## config.mk

```make
export PLATFORM = sky130hd
export DESIGN_NAME = scan_disk_scheduler
export DESIGN_NICKNAME = d
export VERILOG_FILES = /design/src/sds_pkg.sv /design/src/sds_regs.sv /design/src/sds_ctrl.sv /design/src/sds_dp.sv /design/src/scan_disk_scheduler.sv
export SDC_FILE = /design/constraint.sdc
export NUM_CORES = 2
export LEC_CHECK = 0
export ABC_AREA = 1
export BUFFER_PORTS_ARGS = -buffer_cell sky130_fd_sc_hd__buf_2
export CORE_ASPECT_RATIO = 2
export CORE_MARGIN = 4
export CORE_UTILIZATION = 30
export CTS_CLUSTER_DIAMETER = 30
export DETAILED_ROUTE_END_ITERATION = 7
export SYNTH_ARGS = -nofsm -noshare
export SYNTH_HDL_FRONTEND = slang
export SYNTH_SLANG_ARGS = --single-unit
```

## constraint.sdc

```tcl
create_clock -name aclk -period 7.9 [get_ports aclk]
set_clock_uncertainty 0.15 [all_clocks]
set_input_delay 0.79 -clock aclk [delete_from_list [all_inputs] [get_ports aclk]]
set_output_delay 0.79 -clock aclk [all_outputs]
set_load 0.005 [all_outputs]
```

## src/sds_pkg.sv

```systemverilog
// shared types and constants for the scan disk scheduler
package sds_pkg;

    localparam int TOTAL_W    = 17;
    localparam logic [TOTAL_W-1:0] TOTAL_MAX = {TOTAL_W{1'b1}};

    localparam int DS_W       = 17;
    localparam int HEAD_W     = 16;
    localparam int APB_ADDR_W = 4;
    localparam int APB_DATA_W = 32;

    localparam logic [DS_W-1:0]   DS_RESET   = 17'h10000;
    localparam logic [HEAD_W-1:0] HEAD_RESET = 16'h0000;
    localparam logic              UP_RESET   = 1'b1;

    localparam logic [1:0] REG_DISK_SIZE  = 2'd0;
    localparam logic [1:0] REG_START_HEAD = 2'd1;
    localparam logic [1:0] REG_SWEEP_UP   = 2'd2;

    // controller to datapath
    typedef struct packed {
        logic insert;
        logic start;
        logic clear;
        logic ptr_inc;
        logic ptr_dec;
        logic ptr_load_split;
        logic split_save;
        logic emit;
        logic emit_end;
        logic emit_desc;
        logic emit_last;
    } sds_cmd_t;

    // datapath to controller
    typedef struct packed {
        logic ptr_at_n;
        logic ptr_zero;
        logic ptr_one;
        logic ptr_last;
        logic above_head;
        logic split_zero;
        logic split_full;
        logic dir_up;
        logic out_free;
    } sds_status_t;

endpackage

```

## src/sds_regs.sv

```systemverilog
// apb configuration registers of the scan disk scheduler
module sds_regs (
    input  logic                            aclk,
    input  logic                            aresetn,
    input  logic                            psel,
    input  logic                            penable,
    input  logic                            pwrite,
    input  logic [sds_pkg::APB_ADDR_W-1:0]  paddr,
    input  logic [sds_pkg::APB_DATA_W-1:0]  pwdata,
    output logic [sds_pkg::APB_DATA_W-1:0]  prdata,
    output logic [sds_pkg::DS_W-1:0]        disk_size,
    output logic [sds_pkg::HEAD_W-1:0]      start_head,
    output logic                            sweep_up
);

    logic [sds_pkg::DS_W-1:0]   disk_size_reg;
    logic [sds_pkg::HEAD_W-1:0] start_head_reg;
    logic                       sweep_up_reg;
    logic [1:0]                 reg_idx;
    logic                       wr_en;

    assign reg_idx = paddr[3:2];
    assign wr_en   = psel && penable && pwrite;

    always_ff @(posedge aclk) begin
        if (!aresetn) begin
            disk_size_reg  <= sds_pkg::DS_RESET;
            start_head_reg <= sds_pkg::HEAD_RESET;
            sweep_up_reg   <= sds_pkg::UP_RESET;
        end else if (wr_en) begin
            case (reg_idx)
                sds_pkg::REG_DISK_SIZE: begin
                    disk_size_reg <= pwdata[sds_pkg::DS_W-1:0];
                end
                sds_pkg::REG_START_HEAD: begin
                    start_head_reg <= pwdata[sds_pkg::HEAD_W-1:0];
                end
                sds_pkg::REG_SWEEP_UP: begin
                    sweep_up_reg <= pwdata[0];
                end
                default: begin
                end
            endcase
        end
    end

    always_comb begin
        case (reg_idx)
            sds_pkg::REG_DISK_SIZE: begin
                prdata = sds_pkg::APB_DATA_W'(disk_size_reg);
            end
            sds_pkg::REG_START_HEAD: begin
                prdata = sds_pkg::APB_DATA_W'(start_head_reg);
            end
            sds_pkg::REG_SWEEP_UP: begin
                prdata = sds_pkg::APB_DATA_W'(sweep_up_reg);
            end
            default: begin
                prdata = '0;
            end
        endcase
    end

    assign disk_size  = disk_size_reg;
    assign start_head = start_head_reg;
    assign sweep_up   = sweep_up_reg;

endmodule

```

## src/sds_ctrl.sv

```systemverilog
// sequencer for loading, split search and sweep replay
module sds_ctrl (
    input  logic                aclk,
    input  logic                aresetn,
    input  logic                s_valid,
    input  logic                s_batch_end,
    output logic                s_ready,
    input  sds_pkg::sds_status_t sts,
    output sds_pkg::sds_cmd_t   cmd
);

    typedef enum logic [4:0] {
        ST_LOAD  = 5'b00001,
        ST_SPLIT = 5'b00010,
        ST_SIDE1 = 5'b00100,
        ST_TURN  = 5'b01000,
        ST_SIDE2 = 5'b10000
    } sds_state_t;

    sds_state_t state_reg;
    sds_state_t state_next;

    always_ff @(posedge aclk) begin
        if (!aresetn) begin
            state_reg <= ST_LOAD;
        end else begin
            state_reg <= state_next;
        end
    end

    always_comb begin
        state_next = state_reg;
        cmd        = '0;
        s_ready    = 1'b0;
        case (state_reg)
            ST_LOAD: begin
                s_ready = 1'b1;
                if (s_valid) begin
                    cmd.insert = 1'b1;
                    if (s_batch_end) begin
                        cmd.start  = 1'b1;
                        state_next = ST_SPLIT;
                    end
                end
            end
            ST_SPLIT: begin
                // first stored request above the head, or the end of the store, marks the split
                if (sts.ptr_at_n || sts.above_head) begin
                    cmd.split_save = 1'b1;
                    state_next     = ST_SIDE1;
                end else begin
                    cmd.ptr_inc = 1'b1;
                end
            end
            ST_SIDE1: begin
                if (sts.dir_up) begin
                    if (sts.ptr_at_n) begin
                        state_next = ST_TURN;
                    end else if (sts.out_free) begin
                        cmd.emit    = 1'b1;
                        cmd.ptr_inc = 1'b1;
                    end
                end else begin
                    if (sts.ptr_zero) begin
                        state_next = ST_TURN;
                    end else if (sts.out_free) begin
                        cmd.emit      = 1'b1;
                        cmd.emit_desc = 1'b1;
                        cmd.ptr_dec   = 1'b1;
                    end
                end
            end
            ST_TURN: begin
                if (sts.out_free) begin
                    cmd.emit           = 1'b1;
                    cmd.emit_end       = 1'b1;
                    cmd.ptr_load_split = 1'b1;
                    // nothing left on the far side ends the sweep here
                    if (sts.dir_up ? sts.split_zero : sts.split_full) begin
                        cmd.emit_last = 1'b1;
                        cmd.clear     = 1'b1;
                        state_next    = ST_LOAD;
                    end else begin
                        state_next = ST_SIDE2;
                    end
                end
            end
            ST_SIDE2: begin
                if (sts.out_free) begin
                    cmd.emit = 1'b1;
                    if (sts.dir_up) begin
                        cmd.emit_desc = 1'b1;
                        cmd.ptr_dec   = 1'b1;
                        cmd.emit_last = sts.ptr_one;
                    end else begin
                        cmd.ptr_inc   = 1'b1;
                        cmd.emit_last = sts.ptr_last;
                    end
                    if (cmd.emit_last) begin
                        cmd.clear  = 1'b1;
                        state_next = ST_LOAD;
                    end
                end
            end
            default: begin
                state_next = ST_LOAD;
            end
        endcase
    end

endmodule

```

## src/sds_dp.sv

```systemverilog
// sorted request store, sweep pointer, movement accumulator and output register
module sds_dp #(
    parameter int MAX_REQUESTS = 32,
    parameter int CYL_BITS     = 16
) (
    input  logic                         aclk,
    input  logic                         aresetn,
    input  sds_pkg::sds_cmd_t            cmd,
    output sds_pkg::sds_status_t         sts,
    input  logic [sds_pkg::DS_W-1:0]     disk_size,
    input  logic [sds_pkg::HEAD_W-1:0]   start_head,
    input  logic                         sweep_up,
    input  logic [CYL_BITS-1:0]          s_cylinder,
    output logic                         m_valid,
    input  logic                         m_ready,
    output logic [CYL_BITS-1:0]          m_position,
    output logic [sds_pkg::TOTAL_W-1:0]  m_movement_total,
    output logic                         m_is_end_stop,
    output logic                         m_overflow,
    output logic                         m_last
);

    localparam int CW = $clog2(MAX_REQUESTS + 1);
    localparam int IW = (MAX_REQUESTS > 1) ? $clog2(MAX_REQUESTS) : 1;
    localparam int HW = (CYL_BITS > sds_pkg::HEAD_W) ? CYL_BITS : sds_pkg::HEAD_W;
    localparam int DW = (CYL_BITS + 1 > sds_pkg::DS_W) ? CYL_BITS + 1 : sds_pkg::DS_W;
    localparam int SW = ((HW > sds_pkg::TOTAL_W) ? HW : sds_pkg::TOTAL_W) + 1;
    localparam logic [CW-1:0] CNT_MAX = CW'(MAX_REQUESTS);

    logic [CYL_BITS-1:0]         sorted_reg [MAX_REQUESTS];
    logic [CYL_BITS-1:0]         sorted_next [MAX_REQUESTS];
    logic [MAX_REQUESTS-1:0]     sorted_we;
    logic [MAX_REQUESTS-1:0]     gt;
    logic [CW-1:0]               count_reg;
    logic                        dropped_reg;
    logic [CW-1:0]               ptr_reg;
    logic [CW-1:0]               split_reg;
    logic [HW-1:0]               head_reg;
    logic [sds_pkg::TOTAL_W-1:0] total_reg;
    logic                        dir_reg;

    logic                        m_valid_reg;
    logic [CYL_BITS-1:0]         m_position_reg;
    logic [sds_pkg::TOTAL_W-1:0] m_total_reg;
    logic                        m_end_reg;
    logic                        m_ovf_reg;
    logic                        m_last_reg;

    logic [DW-1:0]               ds;
    logic [DW-1:0]               ds_m1;
    logic [CYL_BITS-1:0]         top;
    logic [CYL_BITS-1:0]         ins_val;
    logic                        full;
    logic [CW-1:0]               rd_ptr;
    logic [IW-1:0]               rd_idx;
    logic [CYL_BITS-1:0]         rd_val;
    logic [CYL_BITS-1:0]         pos;
    logic [HW-1:0]               pos_ext;
    logic [HW-1:0]               seek_len;
    logic [SW-1:0]               sum;
    logic [sds_pkg::TOTAL_W-1:0] total_next;

    // upper sweep end from the disk size, zero and oversize folded in
    assign ds    = DW'(disk_size);
    assign ds_m1 = ds - DW'(1);
    always_comb begin
        if (ds == '0) begin
            top = '0;
        end else if (ds > (DW'(1) << CYL_BITS)) begin
            top = '1;
        end else begin
            top = ds_m1[CYL_BITS-1:0];
        end
    end

    assign ins_val = (s_cylinder > top) ? top : s_cylinder;
    assign full    = (count_reg == CNT_MAX);

    // insertion keeps the store in ascending order, one request per beat
    always_comb begin
        for (int i = 0; i < MAX_REQUESTS; i++) begin
            gt[i] = (CW'(i) < count_reg) && (sorted_reg[i] > ins_val);
        end
        for (int i = 0; i < MAX_REQUESTS; i++) begin
            sorted_we[i]   = cmd.insert && !full && (gt[i] || (CW'(i) == count_reg));
            sorted_next[i] = ins_val;
            if (i > 0) begin
                if (gt[i-1]) begin
                    sorted_next[i] = sorted_reg[i-1];
                end
            end
        end
    end

    always_ff @(posedge aclk) begin
        for (int i = 0; i < MAX_REQUESTS; i++) begin
            if (sorted_we[i]) begin
                sorted_reg[i] <= sorted_next[i];
            end
        end
    end

    assign rd_ptr = cmd.emit_desc ? (ptr_reg - CW'(1)) : ptr_reg;
    assign rd_idx = rd_ptr[IW-1:0];
    assign rd_val = sorted_reg[rd_idx];

    always_comb begin
        if (cmd.emit_end) begin
            pos = dir_reg ? top : '0;
        end else begin
            pos = rd_val;
        end
    end

    assign pos_ext  = HW'(pos);
    assign seek_len = (pos_ext > head_reg) ? (pos_ext - head_reg) : (head_reg - pos_ext);
    assign sum      = SW'(total_reg) + SW'(seek_len);
    assign total_next = (sum > SW'(sds_pkg::TOTAL_MAX)) ? sds_pkg::TOTAL_MAX
                                                         : sum[sds_pkg::TOTAL_W-1:0];

    always_ff @(posedge aclk) begin
        if (!aresetn) begin
            count_reg   <= '0;
            dropped_reg <= 1'b0;
            ptr_reg     <= '0;
            split_reg   <= '0;
            dir_reg     <= 1'b1;
            m_valid_reg <= 1'b0;
        end else begin
            if (cmd.clear) begin
                count_reg   <= '0;
                dropped_reg <= 1'b0;
            end else if (cmd.insert) begin
                if (full) begin
                    dropped_reg <= 1'b1;
                end else begin
                    count_reg <= count_reg + CW'(1);
                end
            end
            if (cmd.start) begin
                ptr_reg <= '0;
                dir_reg <= sweep_up;
            end else if (cmd.ptr_load_split) begin
                ptr_reg <= split_reg;
            end else if (cmd.ptr_inc) begin
                ptr_reg <= ptr_reg + CW'(1);
            end else if (cmd.ptr_dec) begin
                ptr_reg <= ptr_reg - CW'(1);
            end
            if (cmd.split_save) begin
                split_reg <= ptr_reg;
            end
            if (cmd.emit) begin
                m_valid_reg <= 1'b1;
            end else if (m_ready) begin
                m_valid_reg <= 1'b0;
            end
        end
    end

    always_ff @(posedge aclk) begin
        if (cmd.start) begin
            head_reg  <= HW'(start_head);
            total_reg <= '0;
        end else if (cmd.emit) begin
            head_reg  <= pos_ext;
            total_reg <= total_next;
        end
        if (cmd.emit) begin
            m_position_reg <= pos;
            m_total_reg    <= total_next;
            m_end_reg      <= cmd.emit_end;
            m_ovf_reg      <= dropped_reg;
            m_last_reg     <= cmd.emit_last;
        end
    end

    assign sts.ptr_at_n   = (ptr_reg == count_reg);
    assign sts.ptr_zero   = (ptr_reg == '0);
    assign sts.ptr_one    = (ptr_reg == CW'(1));
    assign sts.ptr_last   = (CW'(ptr_reg + CW'(1)) == count_reg);
    assign sts.above_head = (HW'(rd_val) > head_reg);
    assign sts.split_zero = (split_reg == '0);
    assign sts.split_full = (split_reg == count_reg);
    assign sts.dir_up     = dir_reg;
    assign sts.out_free   = !m_valid_reg || m_ready;

    assign m_valid          = m_valid_reg;
    assign m_position       = m_position_reg;
    assign m_movement_total = m_total_reg;
    assign m_is_end_stop    = m_end_reg;
    assign m_overflow       = m_ovf_reg;
    assign m_last           = m_last_reg;

    a_emit_room: assert property (@(posedge aclk) disable iff (!aresetn)
        cmd.emit |-> (!m_valid_reg || m_ready))
        else $error("result written over an untaken beat");

    a_drop_flag: assert property (@(posedge aclk) disable iff (!aresetn)
        (cmd.insert && full && !cmd.clear) |=> dropped_reg)
        else $error("request dropped without flag");

    a_clear_after_last: assert property (@(posedge aclk) disable iff (!aresetn)
        (cmd.emit && cmd.emit_last) |=> (count_reg == '0 && !dropped_reg))
        else $error("store not emptied after sweep");

    a_total_grows: assert property (@(posedge aclk) disable iff (!aresetn)
        (cmd.emit && !cmd.start) |=> (total_reg >= $past(total_reg)))
        else $error("movement total went down");

    a_count_bound: assert property (@(posedge aclk) disable iff (!aresetn)
        cmd.insert |=> (count_reg <= CNT_MAX))
        else $error("request count past capacity");

endmodule

```

## src/scan_disk_scheduler.sv

```systemverilog
// a request beat without end of batch is stored and gives no result
// after the closing request the split search walks the sorted store to the first request above the head
// the sweep then gives one position per cycle while m_ready holds, with an end stop between the two sides
// throughput: one request per cycle while loading, bounded by the single insert port
// reset (aresetn low at a clock edge) empties the batch and loads the default registers
module scan_disk_scheduler #(
    parameter int MAX_REQUESTS = 32,
    parameter int CYL_BITS     = 16
) (
    input  logic                            aclk,
    input  logic                            aresetn,
    input  logic                            psel,
    input  logic                            penable,
    input  logic                            pwrite,
    input  logic [sds_pkg::APB_ADDR_W-1:0]  paddr,
    input  logic [sds_pkg::APB_DATA_W-1:0]  pwdata,
    output logic [sds_pkg::APB_DATA_W-1:0]  prdata,
    output logic                            pready,
    input  logic                            s_valid,
    output logic                            s_ready,
    input  logic [CYL_BITS-1:0]             s_cylinder,
    input  logic                            s_batch_end,
    output logic                            m_valid,
    input  logic                            m_ready,
    output logic [CYL_BITS-1:0]             m_position,
    output logic [sds_pkg::TOTAL_W-1:0]     m_movement_total,
    output logic                            m_is_end_stop,
    output logic                            m_overflow,
    output logic                            m_last
);

    sds_pkg::sds_cmd_t         cmd;
    sds_pkg::sds_status_t      sts;
    logic [sds_pkg::DS_W-1:0]   disk_size;
    logic [sds_pkg::HEAD_W-1:0] start_head;
    logic                       sweep_up;

    assign pready = 1'b1;

    sds_regs u_regs (
        .aclk       (aclk),
        .aresetn    (aresetn),
        .psel       (psel),
        .penable    (penable),
        .pwrite     (pwrite),
        .paddr      (paddr),
        .pwdata     (pwdata),
        .prdata     (prdata),
        .disk_size  (disk_size),
        .start_head (start_head),
        .sweep_up   (sweep_up)
    );

    sds_ctrl u_ctrl (
        .aclk        (aclk),
        .aresetn     (aresetn),
        .s_valid     (s_valid),
        .s_batch_end (s_batch_end),
        .s_ready     (s_ready),
        .sts         (sts),
        .cmd         (cmd)
    );

    sds_dp #(
        .MAX_REQUESTS (MAX_REQUESTS),
        .CYL_BITS     (CYL_BITS)
    ) u_dp (
        .aclk             (aclk),
        .aresetn          (aresetn),
        .cmd              (cmd),
        .sts              (sts),
        .disk_size        (disk_size),
        .start_head       (start_head),
        .sweep_up         (sweep_up),
        .s_cylinder       (s_cylinder),
        .m_valid          (m_valid),
        .m_ready          (m_ready),
        .m_position       (m_position),
        .m_movement_total (m_movement_total),
        .m_is_end_stop    (m_is_end_stop),
        .m_overflow       (m_overflow),
        .m_last           (m_last)
    );

endmodule
```

==> out/results.tsv <==
stage	metric	value	unit
outcome	status	finished clean	
final_layout	synthesis-to-finish area growth	24.22	%
worst_hold_path	Hold Crit Depth	3	
grt	vias in the first global route	45680	
logic_synthesis	Yosys reg bits	641	
setup_path	CP delay by family, top	simple AND/OR/NAND/NOR gates	
die	I/O Pins	131	
setup_path	Worst R2R End	u_dp.total_reg[16]	
setup_path	CP Launch Type	flop	
logic_synthesis	Post-Syn Area	46450	sq um
power_and_ir_drop	Lkg Pwr	24.69	nW
setup_path	Critical Setup Path Class	reg -> reg	
place	# port buffers	97	
die	num rows	204	
logic_synthesis	register area share after synthesis	0.3978	
final_layout	layout cells sized above 1	0.1692	
sta	Max Clk Rate	131.4	MHz
final_layout	final non-filler cell area	57700	sq um
final_layout	Final Non-Filler Cells	8252	
power_and_ir_drop	peak supply drop	197.7	uV
sta	Final Hold Fails	0	
logic_synthesis	Post-synth EDFFs	564	
routing	routed wire length per instance	27.48	microns
die	Initial Utilization	0.3013	
routing	final wirelength	226700	microns
setup_path	CP arrival	8.02	ns
place	pre-CTS setup slack	-0.9322	ns
setup_path	CP most frequent cell	nand2_1	
die	core area	154200	sq um
setup_path	RR Startpoint	u_dp.ptr_reg[0]	
sta	worst slew pin tran	1.221	ns
logic_synthesis	FFs w/ async S/R, synth	0	
final_layout	most frequent cells in the layout	a21oi_1, nor2_1, ha_1	
routing	total iterations of the first detailed-routing run	8	
sta	Tmin final	7.610	ns
sta	final setup violation count	0	
place	dpl cells	7995	
logic_synthesis	Ys Warns	0	
final_layout	# nets final	6737	
place	Post-DP HPWL	175000	microns
worst_hold_path	Worst Hold Class	in -> reg	
logic_synthesis	Top FF cell, synth	edfxtp_1	
final_layout	commonest non-fill, non-tap cell in the layout	a21oi_1	
setup_path	CP endpoint kind	flop	
power_and_ir_drop	power density cells	329.8	nW/um^2
cts	clock-pin slew on the worst setup and hold paths	0.06	ns
sta	Max Slew Vio Count	0	
cts	clk root buf	clkbuf_16	
grt	initial antenna violation count	12	
die	DIE AREA	161600	sq um
grt	GRT Residual Overflow	0	
setup_path	worst r2r path cells	51	
cts	clock buffer depth	3	
flow_run	maxcap violations	0	
sta	post-route clock period utilization	0.9633	
sta	final worst slack	0.2897	ns
worst_hold_path	Hold Crit Start	pwdata[2]	
setup_path	Buf+Inv Stages, Crit Path	8	
logic_synthesis	Yosys top cell by area	edfxtp_1	
final_layout	# fillers	15900	
setup_path	slowest stage delay, CP	0.33	ns
routing	drc violations	0	
logic_synthesis	mean area per synthesized cell	8.321	sq um
sta	Slew headroom	0.1863	
final_layout	max FFs per register	512	
final_layout	Final Util	0.3743	
place	placed inst area	52880	sq um
logic_synthesis	Yosys cell types	68	
logic_synthesis	Mapped Cells	5582	
cts	worst-skew pair later-pin latency	0.76	ns
grt	maximum number of pins on one net before global-route repair	64	
cts	H-tree levels	3	
die	Die Wd	286.2	microns
routing	Final ANT Viol Nets	0	
die	Die H	564.5	microns
grt	GRT Total Usage	0.2694	
cts	CTS tree	yes	
worst_hold_path	worst hold endpoint	u_regs.disk_size[2]	
routing	vias per cell	5.548	
cts	Clock Sinks	641	
logic_synthesis	synth top area cells	edfxtp_1, ha_1, a21oi_1	
setup_path	critical path peak fanout	6	
grt	first-pass GRT wire length	313000	microns
setup_path	CP required	8.31	ns
logic_synthesis	post-synth top area share	0.3646	
setup_path	CP max-delay cell	ha_1	
routing	1st-iter DRT viols	3700	
setup_path	r2r setup slk	0.29	ns
cts	Inserted Clock Buffers	116	
routing	total number of vias	45780	
place	Placer Congestion	1.035	
==> Yosys cell counts (7+ instances only) <==
| master | instances |
|---|---|
| a211oi_1 | 11 |
| a21o_1 | 9 |
| a21oi_1 | 957 |
| a221oi_1 | 17 |
| a31oi_1 | 29 |
| buf_1 | 7 |
| buf_2 | 47 |
| buf_4 | 35 |
| clkbuf_1 | 205 |
| dfxtp_1 | 77 |
| edfxtp_1 | 564 |
| ha_1 | 597 |
| inv_1 | 459 |
| nand2_1 | 608 |
| nand3_1 | 253 |
| nand4_1 | 64 |
| nor2_1 | 671 |
| nor3_1 | 57 |
| nor3b_1 | 16 |
| nor4_1 | 11 |
| o2111ai_1 | 22 |
| o211ai_1 | 22 |
| o21ai_0 | 583 |
| o21ai_1 | 34 |
| o21ai_2 | 10 |
| o21bai_1 | 16 |
| o221ai_1 | 9 |
| o22ai_1 | 39 |
| or2_2 | 19 |
| xnor2_1 | 11 |
| xor2_1 | 25 |
==> report_power, final <==
group          leakage [nW]  switching, mW  internal (mW)
Combinational          17.0           5.75           3.70
Sequential             5.68          0.112           4.13
Clock                  1.98           2.08           3.26
Total                  24.7           7.94           11.1
==> cell families after synthesis <==
kind of cell / synth area share
buffers and inverters: 0.06742
AND/OR/NAND/NOR: 0.1575
other: 0.0001617
flip-flops: 0.3978
XOR/XNOR: 0.006788
AO/OA/AOI/OAI: 0.2078
multiplexers: 0.0004310
adder cells (fa/ha/maj): 0.1621
==> tightest hold or removal path, cell delays in order <==
cell,delay [ns]
buf_2,0.09
nor2_1,0.04
nor2_1,0.08
==> metal layers <==
metal  GRT usage  wire (microns)  share of wire  vias up
met1      0.2247           65880           0.29    21480
met3     0.04445           12860          0.057     1114
met5           0              12       0.000053        -
met2      0.4925          114100           0.50     2281
met4      0.3223           33850           0.15        2
li1            -               -              -    20900
==> worst max-delay path by stage <==
stage	cells after the start	slack, ns	start	to
2_1_floorplan	53	0.66	m_ready	u_dp.m_movement_total[11]
3_3_place_gp	51	-0.90	m_ready	u_dp.m_movement_total[8]
3_5_place_dp	52	-0.93	m_ready	u_dp.m_movement_total[8]
4_1_cts	50	0.003	u_dp.ptr_reg[0]	u_dp.m_movement_total[0]
5_1_grt	52	-0.14	u_dp.ptr_reg[0]	u_dp.total_reg[16]
6_report	51	0.29	u_dp.ptr_reg[0]	u_dp.total_reg[16]
==> stage by stage <==
step	setup TNS [ns]	hold WS [ns]	total power, mW
after CTS	0	0.1305	18.47
after global routing	-0.5996	0.1593	19.95
final	0	0.1454	19.03
after detailed placement	-28.42	0.3220	13.11
after floorplan	0	0.2590	8.959
after global placement	-27.69	0.3145	12.98
==> what timing repair did <==
action | 4_1_cts | 5_1_grt
gates cloned | 0 | 1
pin swaps | 1 | 43
buffers inserted | 3 | 20
hold buffers | 0 | 0
setup endpoints to repair | 34 | 34
gates resized for setup | 11 | 134
==> final cells by class <==
class / count / area, sq um / share of cell area
antenna: 11 / 27.53 / 0.0004771
clock buffer: 126 / 2993 / 0.05187
clock inverter: 96 / 1075 / 0.01863
inverter: 470 / 1767 / 0.03062
multi-input combinational: 4184 / 25600 / 0.4437
sequential: 641 / 18480 / 0.3202
tap: 2060 / 2577 / 0.04467
timing repair buffer: 664 / 5182 / 0.08982
(Power assumes the default switching activity.)
